File: config.mk
export PLATFORM = sky130hd
export DESIGN_NAME = thermometer_scratchpad_to_temperature
export DESIGN_NICKNAME = d
export VERILOG_FILES = /design/src/hdl/tsct_pkg.sv /design/src/hdl/thermometer_scratchpad_to_temperature.sv /design/src/hdl/tsct_front.sv /design/src/hdl/tsct_cell.sv /design/src/hdl/tsct_back.sv
export VERILOG_INCLUDE_DIRS = /design/src /design/src/hdl
export SDC_FILE = /design/constraint.sdc
export NUM_CORES = 2
export LEC_CHECK = 0
export CAP_MARGIN = 0
export CORE_MARGIN = 2
export CORE_UTILIZATION = 50
export CTS_CLUSTER_SIZE = 40
export DETAILED_ROUTE_END_ITERATION = 10
export DONT_BUFFER_PORTS = 1
export GPL_TIMING_DRIVEN = 1
export MAX_ROUTING_LAYER = met4
export PLACE_DENSITY_LB_ADDON = 0.1
export RECOVER_POWER = 50
export SYNTH_ARGS = -nofsm -noshare
export SYNTH_HDL_FRONTEND = slang
export SYNTH_HIERARCHICAL = 1
export SYNTH_SLANG_ARGS = --single-unit
File: constraint.sdc
create_clock -name clk -period 11.5 [get_ports clk]
set_input_delay 0.575 -clock clk [delete_from_list [all_inputs] [get_ports clk]]
set_output_delay 0.575 -clock clk [all_outputs]
set_load 0.02 [all_outputs]
File: src/hdl/thermometer_scratchpad_to_temperature_defines.svh
// assertion helpers shared by the thermometer scratchpad converter
`ifndef THERMOMETER_SCRATCHPAD_TO_TEMPERATURE_DEFINES_SVH
`define THERMOMETER_SCRATCHPAD_TO_TEMPERATURE_DEFINES_SVH

// same-cycle implication, quiet while reset is asserted
`define TSCT_ASSERT_IMP(lbl, clk, rstn, ante, cons) \
	lbl: assert property (@(posedge clk) disable iff (!rstn) (ante) |-> (cons)) \
		else $error("tsct check failed");

// next-cycle implication, quiet while reset is asserted
`define TSCT_ASSERT_NXT(lbl, clk, rstn, ante, cons) \
	lbl: assert property (@(posedge clk) disable iff (!rstn) (ante) |=> (cons)) \
		else $error("tsct check failed");

`endif

File: src/hdl/tsct_pkg.sv
package tsct_pkg;

	localparam int NUM_W   = 17;
	localparam int REM_W   = 8;
	localparam int NCELLS  = NUM_W;
	localparam int BASE_W  = 26;
	localparam int MILLI_W = 25;
	localparam int SIX_W   = 20;

	localparam int MILLI_PER_DEG     = 1000;
	localparam int COARSE_OFF_MILLI  = 250;
	localparam int COARSE_OFF_SIX    = 4;
	localparam logic [1:0] RES_FULL  = 2'd3;

	typedef enum logic [1:0] {
		MODE_FINE,
		MODE_PLAIN,
		MODE_EXT
	} mode_t;

	typedef struct packed {
		logic [REM_W-1:0] rem;
		logic [NUM_W-1:0] num;
	} div_lane_t;

	typedef struct packed {
		mode_t                    mode;
		logic [1:0]               res;
		logic                     neg;
		logic signed [BASE_W-1:0] milli_base;
		logic signed [SIX_W-1:0]  six_base;
	} side_t;

	typedef struct packed {
		logic             valid;
		logic [REM_W-1:0] divisor;
		div_lane_t        lane_m;
		div_lane_t        lane_s;
		side_t            side;
	} cell_t;

endpackage

File: src/hdl/thermometer_scratchpad_to_temperature.sv
// scratchpad to temperature converter for a 1-wire thermometer
// input: raise start with the scratchpad fields for one cycle; the item is
//   taken at the rising edge where start is high and busy is low
// busy is high only while arst_n is asserted and for the first edge after;
//   from then on an item can be taken at every edge
// output: done is high for exactly one cycle with temp_milli and
//   temp_sixteenths; the receiver cannot stall, results are never held
// pipeline: one register for the input scaling, 17 divider cells (one quotient
//   bit each, sized by the 17-bit milli numerator) and the output register
// throughput: one item per cycle, the divider cells form a pipeline
// config: cfg_wr_en writes cfg_wr_data into ext_res_enable (reset 1); write
//   it only while no item is in flight
// reset: asynchronous, active low; clears all valid flags, no item survives
`include "thermometer_scratchpad_to_temperature_defines.svh"

module thermometer_scratchpad_to_temperature (
	input  logic                                clk,
	input  logic                                arst_n,
	input  logic                                start,
	output logic                                busy,
	input  logic [7:0]                          temp_lsb,
	input  logic [7:0]                          temp_msb,
	input  logic [7:0]                          config_byte,
	input  logic [7:0]                          count_remain,
	input  logic [7:0]                          count_per_c,
	input  logic                                coarse_sensor,
	input  logic                                cfg_wr_en,
	input  logic                                cfg_wr_data,
	output logic                                done,
	output logic signed [tsct_pkg::MILLI_W-1:0] temp_milli,
	output logic signed [tsct_pkg::SIX_W-1:0]   temp_sixteenths
);
	import tsct_pkg::*;

	localparam int LAT = NCELLS + 2;

	logic  busy_q;
	logic  ext_res_enable_q;
	logic  in_acc;
	cell_t chain [NCELLS+1];

	assign in_acc = start && !busy_q;
	assign busy   = busy_q;

	always_ff @(posedge clk or negedge arst_n) begin
		if (!arst_n) begin
			busy_q           <= 1'b1;
			ext_res_enable_q <= 1'b1;
		end else begin
			busy_q <= 1'b0;
			if (cfg_wr_en) begin
				ext_res_enable_q <= cfg_wr_data;
			end
		end
	end

	tsct_front u_front (
		.clk           (clk),
		.arst_n        (arst_n),
		.accept        (in_acc),
		.ext_en        (ext_res_enable_q),
		.temp_lsb      (temp_lsb),
		.temp_msb      (temp_msb),
		.config_byte   (config_byte),
		.count_remain  (count_remain),
		.count_per_c   (count_per_c),
		.coarse_sensor (coarse_sensor),
		.q             (chain[0])
	);

	for (genvar i = 0; i < NCELLS; i++) begin : g_cell
		tsct_cell u_cell (
			.clk    (clk),
			.arst_n (arst_n),
			.d      (chain[i]),
			.q      (chain[i+1])
		);
	end

	tsct_back u_back (
		.clk             (clk),
		.arst_n          (arst_n),
		.d               (chain[NCELLS]),
		.done            (done),
		.temp_milli      (temp_milli),
		.temp_sixteenths (temp_sixteenths)
	);

	// every accepted item comes out exactly once, a fixed time later
	`TSCT_ASSERT_IMP(a_latency, clk, arst_n, 1'b1, done == ($past(in_acc, LAT) === 1'b1))
	// extended items never reach the divider with a zero divisor
	`TSCT_ASSERT_IMP(a_div_nz, clk, arst_n, chain[NCELLS].valid && chain[NCELLS].side.mode == MODE_EXT, chain[NCELLS].divisor != '0)
	// a finished division leaves a remainder below the divisor
	`TSCT_ASSERT_IMP(a_rem_ok, clk, arst_n, chain[NCELLS].valid && chain[NCELLS].side.mode == MODE_EXT, chain[NCELLS].lane_m.rem < chain[NCELLS].divisor && chain[NCELLS].lane_s.rem < chain[NCELLS].divisor)
	// items outside the extended path carry an empty quotient
	`TSCT_ASSERT_IMP(a_q_zero, clk, arst_n, chain[NCELLS].valid && chain[NCELLS].side.mode != MODE_EXT, chain[NCELLS].lane_m.num == '0 && chain[NCELLS].lane_s.num == '0)

endmodule

File: src/hdl/tsct_front.sv
module tsct_front (
	input  logic           clk,
	input  logic           arst_n,
	input  logic           accept,
	input  logic           ext_en,
	input  logic [7:0]     temp_lsb,
	input  logic [7:0]     temp_msb,
	input  logic [7:0]     config_byte,
	input  logic [7:0]     count_remain,
	input  logic [7:0]     count_per_c,
	input  logic           coarse_sensor,
	output tsct_pkg::cell_t q
);
	import tsct_pkg::*;

	logic signed [15:0]   raw;
	logic [1:0]           res;
	logic [1:0]           shf;
	logic signed [15:0]   t;
	logic signed [15:0]   half;
	logic                 ext;
	logic [7:0]           diff;
	logic                 neg;
	logic [8:0]           mag;
	mode_t                mode;
	logic signed [15:0]   mop;
	logic signed [10:0]   mk;
	logic signed [26:0]   prod;
	logic [15:0]          mask;
	logic [15:0]          fine_six;
	logic signed [SIX_W-1:0] six_base;
	cell_t                d;

	always_comb begin
		raw  = signed'({temp_msb, temp_lsb});
		res  = config_byte[6:5];
		shf  = RES_FULL - res;
		t    = raw >>> shf;
		half = raw >>> 1;
		ext  = coarse_sensor && ext_en && (count_per_c != '0);
		diff = count_per_c - count_remain;
		neg  = diff[7];
		mag  = neg ? (9'd256 - {1'b0, diff}) : {1'b0, diff};

		priority if (!coarse_sensor) begin
			mode = MODE_FINE;
		end else if (ext) begin
			mode = MODE_EXT;
		end else begin
			mode = MODE_PLAIN;
		end

		mask     = (16'h1 << shf) - 16'h1;
		fine_six = raw & ~mask;

		unique case (mode)
			MODE_FINE: begin
				mop      = t;
				mk       = 11'(MILLI_PER_DEG);
				six_base = SIX_W'(signed'(fine_six));
			end
			MODE_EXT: begin
				mop      = half;
				mk       = 11'(MILLI_PER_DEG);
				six_base = SIX_W'(half) <<< 4;
			end
			MODE_PLAIN: begin
				mop      = raw;
				mk       = 11'(MILLI_PER_DEG / 2);
				six_base = SIX_W'(raw) <<< 3;
			end
			default: begin
				mop      = raw;
				mk       = 11'(MILLI_PER_DEG / 2);
				six_base = SIX_W'(raw) <<< 3;
			end
		endcase
		prod = 27'(mop) * 27'(mk);

		d.valid           = accept;
		// outside the extended path the numerators are zero, so the quotient stays empty; the divisor is one
		d.divisor         = ext ? count_per_c : 8'd1;
		d.lane_m.rem      = '0;
		d.lane_s.rem      = '0;
		d.lane_m.num      = ext ? (NUM_W'(mag) * NUM_W'(MILLI_PER_DEG)) : '0;
		d.lane_s.num      = ext ? NUM_W'({mag, 4'b0}) : '0;
		d.side.mode       = mode;
		d.side.res        = res;
		d.side.neg        = neg;
		d.side.milli_base = signed'(prod[BASE_W-1:0]);
		d.side.six_base   = six_base;
	end

	always_ff @(posedge clk or negedge arst_n) begin
		if (!arst_n) begin
			q.valid <= 1'b0;
		end else begin
			q <= d;
		end
	end

endmodule

File: src/hdl/tsct_cell.sv
module tsct_cell (
	input  logic            clk,
	input  logic            arst_n,
	input  tsct_pkg::cell_t d,
	output tsct_pkg::cell_t q
);
	import tsct_pkg::*;

	cell_t nxt;

	// one restoring step: pull the next numerator bit into the remainder
	function automatic div_lane_t div_step(input div_lane_t l, input logic [REM_W-1:0] dv);
		logic [REM_W:0] rem_sh;
		logic           ge;
		div_lane_t      r;
		rem_sh = {l.rem, l.num[NUM_W-1]};
		ge     = rem_sh >= {1'b0, dv};
		r.rem  = ge ? REM_W'(rem_sh - {1'b0, dv}) : rem_sh[REM_W-1:0];
		r.num  = {l.num[NUM_W-2:0], ge};
		return r;
	endfunction

	always_comb begin
		nxt        = d;
		nxt.lane_m = div_step(d.lane_m, d.divisor);
		nxt.lane_s = div_step(d.lane_s, d.divisor);
	end

	always_ff @(posedge clk or negedge arst_n) begin
		if (!arst_n) begin
			q.valid <= 1'b0;
		end else begin
			q <= nxt;
		end
	end

endmodule

File: src/hdl/tsct_back.sv
module tsct_back (
	input  logic                         clk,
	input  logic                         arst_n,
	input  tsct_pkg::cell_t              d,
	output logic                         done,
	output logic signed [tsct_pkg::MILLI_W-1:0] temp_milli,
	output logic signed [tsct_pkg::SIX_W-1:0]   temp_sixteenths
);
	import tsct_pkg::*;

	logic signed [BASE_W:0]   qm_s;
	logic signed [BASE_W:0]   term_m;
	logic signed [SIX_W:0]    qs_s;
	logic signed [SIX_W:0]    term_s;
	logic [2:0]               shamt;
	logic [BASE_W-1:0]        bias;
	logic signed [BASE_W-1:0] fine_sum;
	logic signed [BASE_W:0]   milli_n;
	logic signed [SIX_W:0]    six_n;
	logic                     done_q;
	logic signed [MILLI_W-1:0] milli_q;
	logic signed [SIX_W-1:0]   six_q;

	always_comb begin
		qm_s   = signed'((BASE_W + 1)'(d.lane_m.num));
		term_m = d.side.neg ? -qm_s : qm_s;
		qs_s   = signed'((SIX_W + 1)'(d.lane_s.num));
		term_s = d.side.neg ? -qs_s : qs_s;

		// truncate toward zero: bias negative values before the shift
		shamt    = 3'(d.side.res) + 3'd1;
		bias     = d.side.milli_base[BASE_W-1] ?
			((BASE_W'(1) << shamt) - BASE_W'(1)) : '0;
		fine_sum = d.side.milli_base + signed'(bias);

		unique case (d.side.mode)
			MODE_FINE: begin
				milli_n = (BASE_W + 1)'(fine_sum >>> shamt);
				six_n   = (SIX_W + 1)'(d.side.six_base);
			end
			MODE_EXT: begin
				milli_n = (BASE_W + 1)'(d.side.milli_base) + term_m
					- (BASE_W + 1)'(COARSE_OFF_MILLI);
				six_n   = (SIX_W + 1)'(d.side.six_base) + term_s
					- (SIX_W + 1)'(COARSE_OFF_SIX);
			end
			MODE_PLAIN: begin
				milli_n = (BASE_W + 1)'(d.side.milli_base);
				six_n   = (SIX_W + 1)'(d.side.six_base);
			end
			default: begin
				milli_n = (BASE_W + 1)'(d.side.milli_base);
				six_n   = (SIX_W + 1)'(d.side.six_base);
			end
		endcase
	end

	always_ff @(posedge clk or negedge arst_n) begin
		if (!arst_n) begin
			done_q <= 1'b0;
		end else begin
			done_q <= d.valid;
		end
	end

	always_ff @(posedge clk) begin
		milli_q <= signed'(milli_n[MILLI_W-1:0]);
		six_q   <= signed'(six_n[SIX_W-1:0]);
	end

	assign done            = done_q;
	assign temp_milli      = milli_q;
	assign temp_sixteenths = six_q;

endmodule
==> results.py <==
metrics = {
    "outcome": {
        "status": "finished, violations left",
        "violations": "capacitance limit, slew limit",
    },
    "die": {
        "rows": 154,
        "die_y_um": 425,
        "core-area_um2": 176000,
        "initial_core_util_pct": 50.3,
        "die_x_um": 425,
        "die_area_um2": 181000,
        "io_pins": 93,
    },
    "sta": {
        "period_needed_ns": 7.26,
        "period_share_pct": 63.1,
        "slew_headroom_pct": -335,
        "rsz0062_at_grt": "false",
        "setup_viol": 0,
        "setup_tns_ns": 0,
        "tightest_slew_ns": 6.53,
        "setup_ws_ns": 4.24,
        "max_freq_ghz": 0.138,
        "skew_ns": 0.0677,
        "finalMaxSlewViolations": 377,
        "hold_viol_final": 0,
    },
    "place": {
        "dp_slack_ns": 4.49,
        "port_buffers": 0,
        "gp_congestion": 0.880,
        "placed_cells": 7957,
        "hpwl_um": 107000,
    },
    "run": {
        "maxCapViolations": 3,
    },
    "layout": {
        "fin_cells": 8371,
        "final_nets": 6549,
        "antenna_cells": 0,
        "drive_above_1_share_pct": 11.3,
        "area_growth_syn_to_layout_pct": 10.8,
    },
    "cts": {
        "clockRootBuffer": "clkbuf_16",
        "cts_tree": "built",
        "cts_inserted_buffers": 200,
        "cts.path.max_buffers": 3,
        "cts.sinks": 1972,
        "clock_latency_ns": 0.83,
        "htree_levels": 4,
        "clk_transition_reported_paths_ns": 0.06,
    },
    "worst_setup_path": {
        "r2r_setup_slack_ns": 4.24,
        "path_common_cell": "fa_1",
        "reg2reg_depth": 20,
        "cp_top_family": "adder cells",
        "slowest_stage": "dfstp_1",
        "path_class": "reg -> reg",
        "critPathBufInv": 4,
        "arrival_ns": 7.85,
        "critPathMaxStageDelay_ns": 0.64,
        "endpoint_kind": "flip-flop",
        "rr_startpoint": "ext_res_enable_q",
        "critPathMaxFanout": 31,
        "reg2reg_to": "u_front/q[39]",
        "crit_chain": "a21boi_1 > clkbuf_1 > nor2_2 > clkbuf_1 > and2_1 > or2_2 > fa_1 > fa_1 > inv_1 > fa_1 > inv_1 > fa_1 > ha_1 > ha_1 > nor2b_1 > o31a_1 > o21bai_1 > o21a_1 > or4b_1 > o311ai_0",
        "worstPathRequired_ns": 12.09,
        "start_kind": "flip-flop",
    },
    "min_path": {
        "min_from": "config_byte[6]",
        "holdPathStages": 2,
        "min_path_type": "in -> reg",
        "holdPathEnd": "u_front/q[1]",
    },
    "yosys": {
        "synth_area_per_cell_um2": 15.5,
        "syn_area_um2": 88700,
        "ys_warn_count": 6,
        "synthCells": 5713,
    },
    "global_routing": {
        "grt_pass1_wl_um": 247000,
        "overflow": 0,
        "grt_antenna_before_repair": 4,
        "grt_pass1_vias": 44645,
        "grt_start_max_net_pins": 246,
        "grt.total_usage_pct": 17.8,
    },
    "detailed_routing": {
        "drc": 0,
        "vias": 43869,
        "dr.first_iter.drc_count": 2870,
        "drt-vias-per-instance": 5.24,
        "wl_per_cell_um": 18.5,
        "antenna_left": 0,
        "wl_um": 155000,
        "first_pass_iters": 5,
    },
    "pwr": {
        "cellPowerDensity_nw_per_um2": 250,
        "ir_drop_uv": 619,
        "power_mw": 24.6,
        "power_leakage_nw": 37.6,
    },
}
==> power by group <==
part	leakage (nW)	internal, mW	switching [mW]
Sequential	19.3	9.31	0.456
Clock	3.25	3.81	2.70
Combinational	15.1	3.83	4.46
==> registers in the layout, indices dropped and copies added (netlist names) <==
| register | flops |
|---|---|
| ext_res_enable_q | 1 |
| g_cell.u_cell/q | 1846 |
| busy | 1 |
| u_front/q | 78 |
| u_back/temp_milli | 25 |
| u_back/temp_sixteenths | 20 |
| u_back/done | 1 |
==> metrics by stage <==
stage | area (um^2) | utilization, % | hold WS [ns]
finish | 98200 | 55.8 | 0.0894
global route | 98200 | 55.8 | 0.0304
CTS | 98300 | 55.8 | 0.0179
detailed placement | 91000 | 51.7 | 0.335
global placement | 91000 | 51.7 | 0.332
floorplan | 88800 | - | 0.279
==> layer usage <==
| layer | track usage, % | vias up | wire [um] |
|---|---|---|---|
| met5 | - | - | 0 |
| met4 | 5.93 | 0 | 4700 |
| met3 | 2.66 | 296 | 4960 |
| met2 | 29.7 | 673 | 77600 |
| met1 | 22.4 | 21195 | 67300 |
| li1 | - | 21705 | - |
==> worst max-delay path by stage <==
stage / end / from / cells past startpoint / slack, ns
after detailed placement: u_front/q[45] / count_per_c[0] / 21 / 4.49
after CTS: u_front/q[39] / ext_res_enable_q / 20 / 4.79
after global placement: u_front/q[45] / count_per_c[0] / 21 / 4.50
after global routing: g_cell[16].u_cell/q[30] / arst_n / 4 / 3.70
final: u_front/q[39] / ext_res_enable_q / 20 / 4.24
after floorplan: u_front/q[39] / config_byte[6] / 19 / 5.63
==> cell type report <==
| class | count | area (um^2) |
|---|---|---|
| inverter | 507 | 1910 |
| multi-input combinational | 3121 | 27300 |
| clock inverter | 116 | 1540 |
| tap | 2340 | 2930 |
| sequential | 1972 | 58700 |
| fill | 14101 | 77900 |
| timing repair buffer | 55 | 632 |
| clock buffer | 260 | 5300 |
==> what timing repair did <==
item	in CTS	in global routing
gates resized for setup	0	0
hold buffers	38	0
setup buffers	0	0
endpoints found under the hold margin	152	0
endpoints found under the setup margin	0	0
==> placed cells by master, fill, tap and decap left out, types with 57 or more instances in the layout <==
cell       count
fa_1         139
clkbuf_1      57
edfxtp_1    1906
clkbuf_16    201
mux2_4       131
o21ai_0      155
xor2_1        74
a21o_1        86
xnor2_1      145
nand2b_1      74
ha_1         507
a21oi_1      175
mux2i_1       99
nor2_1       205
o21a_1        81
nor3_1       102
inv_1        495
nand3_1       77
nand2_1      209
Note: power is estimated with default switching activity, not from simulation.
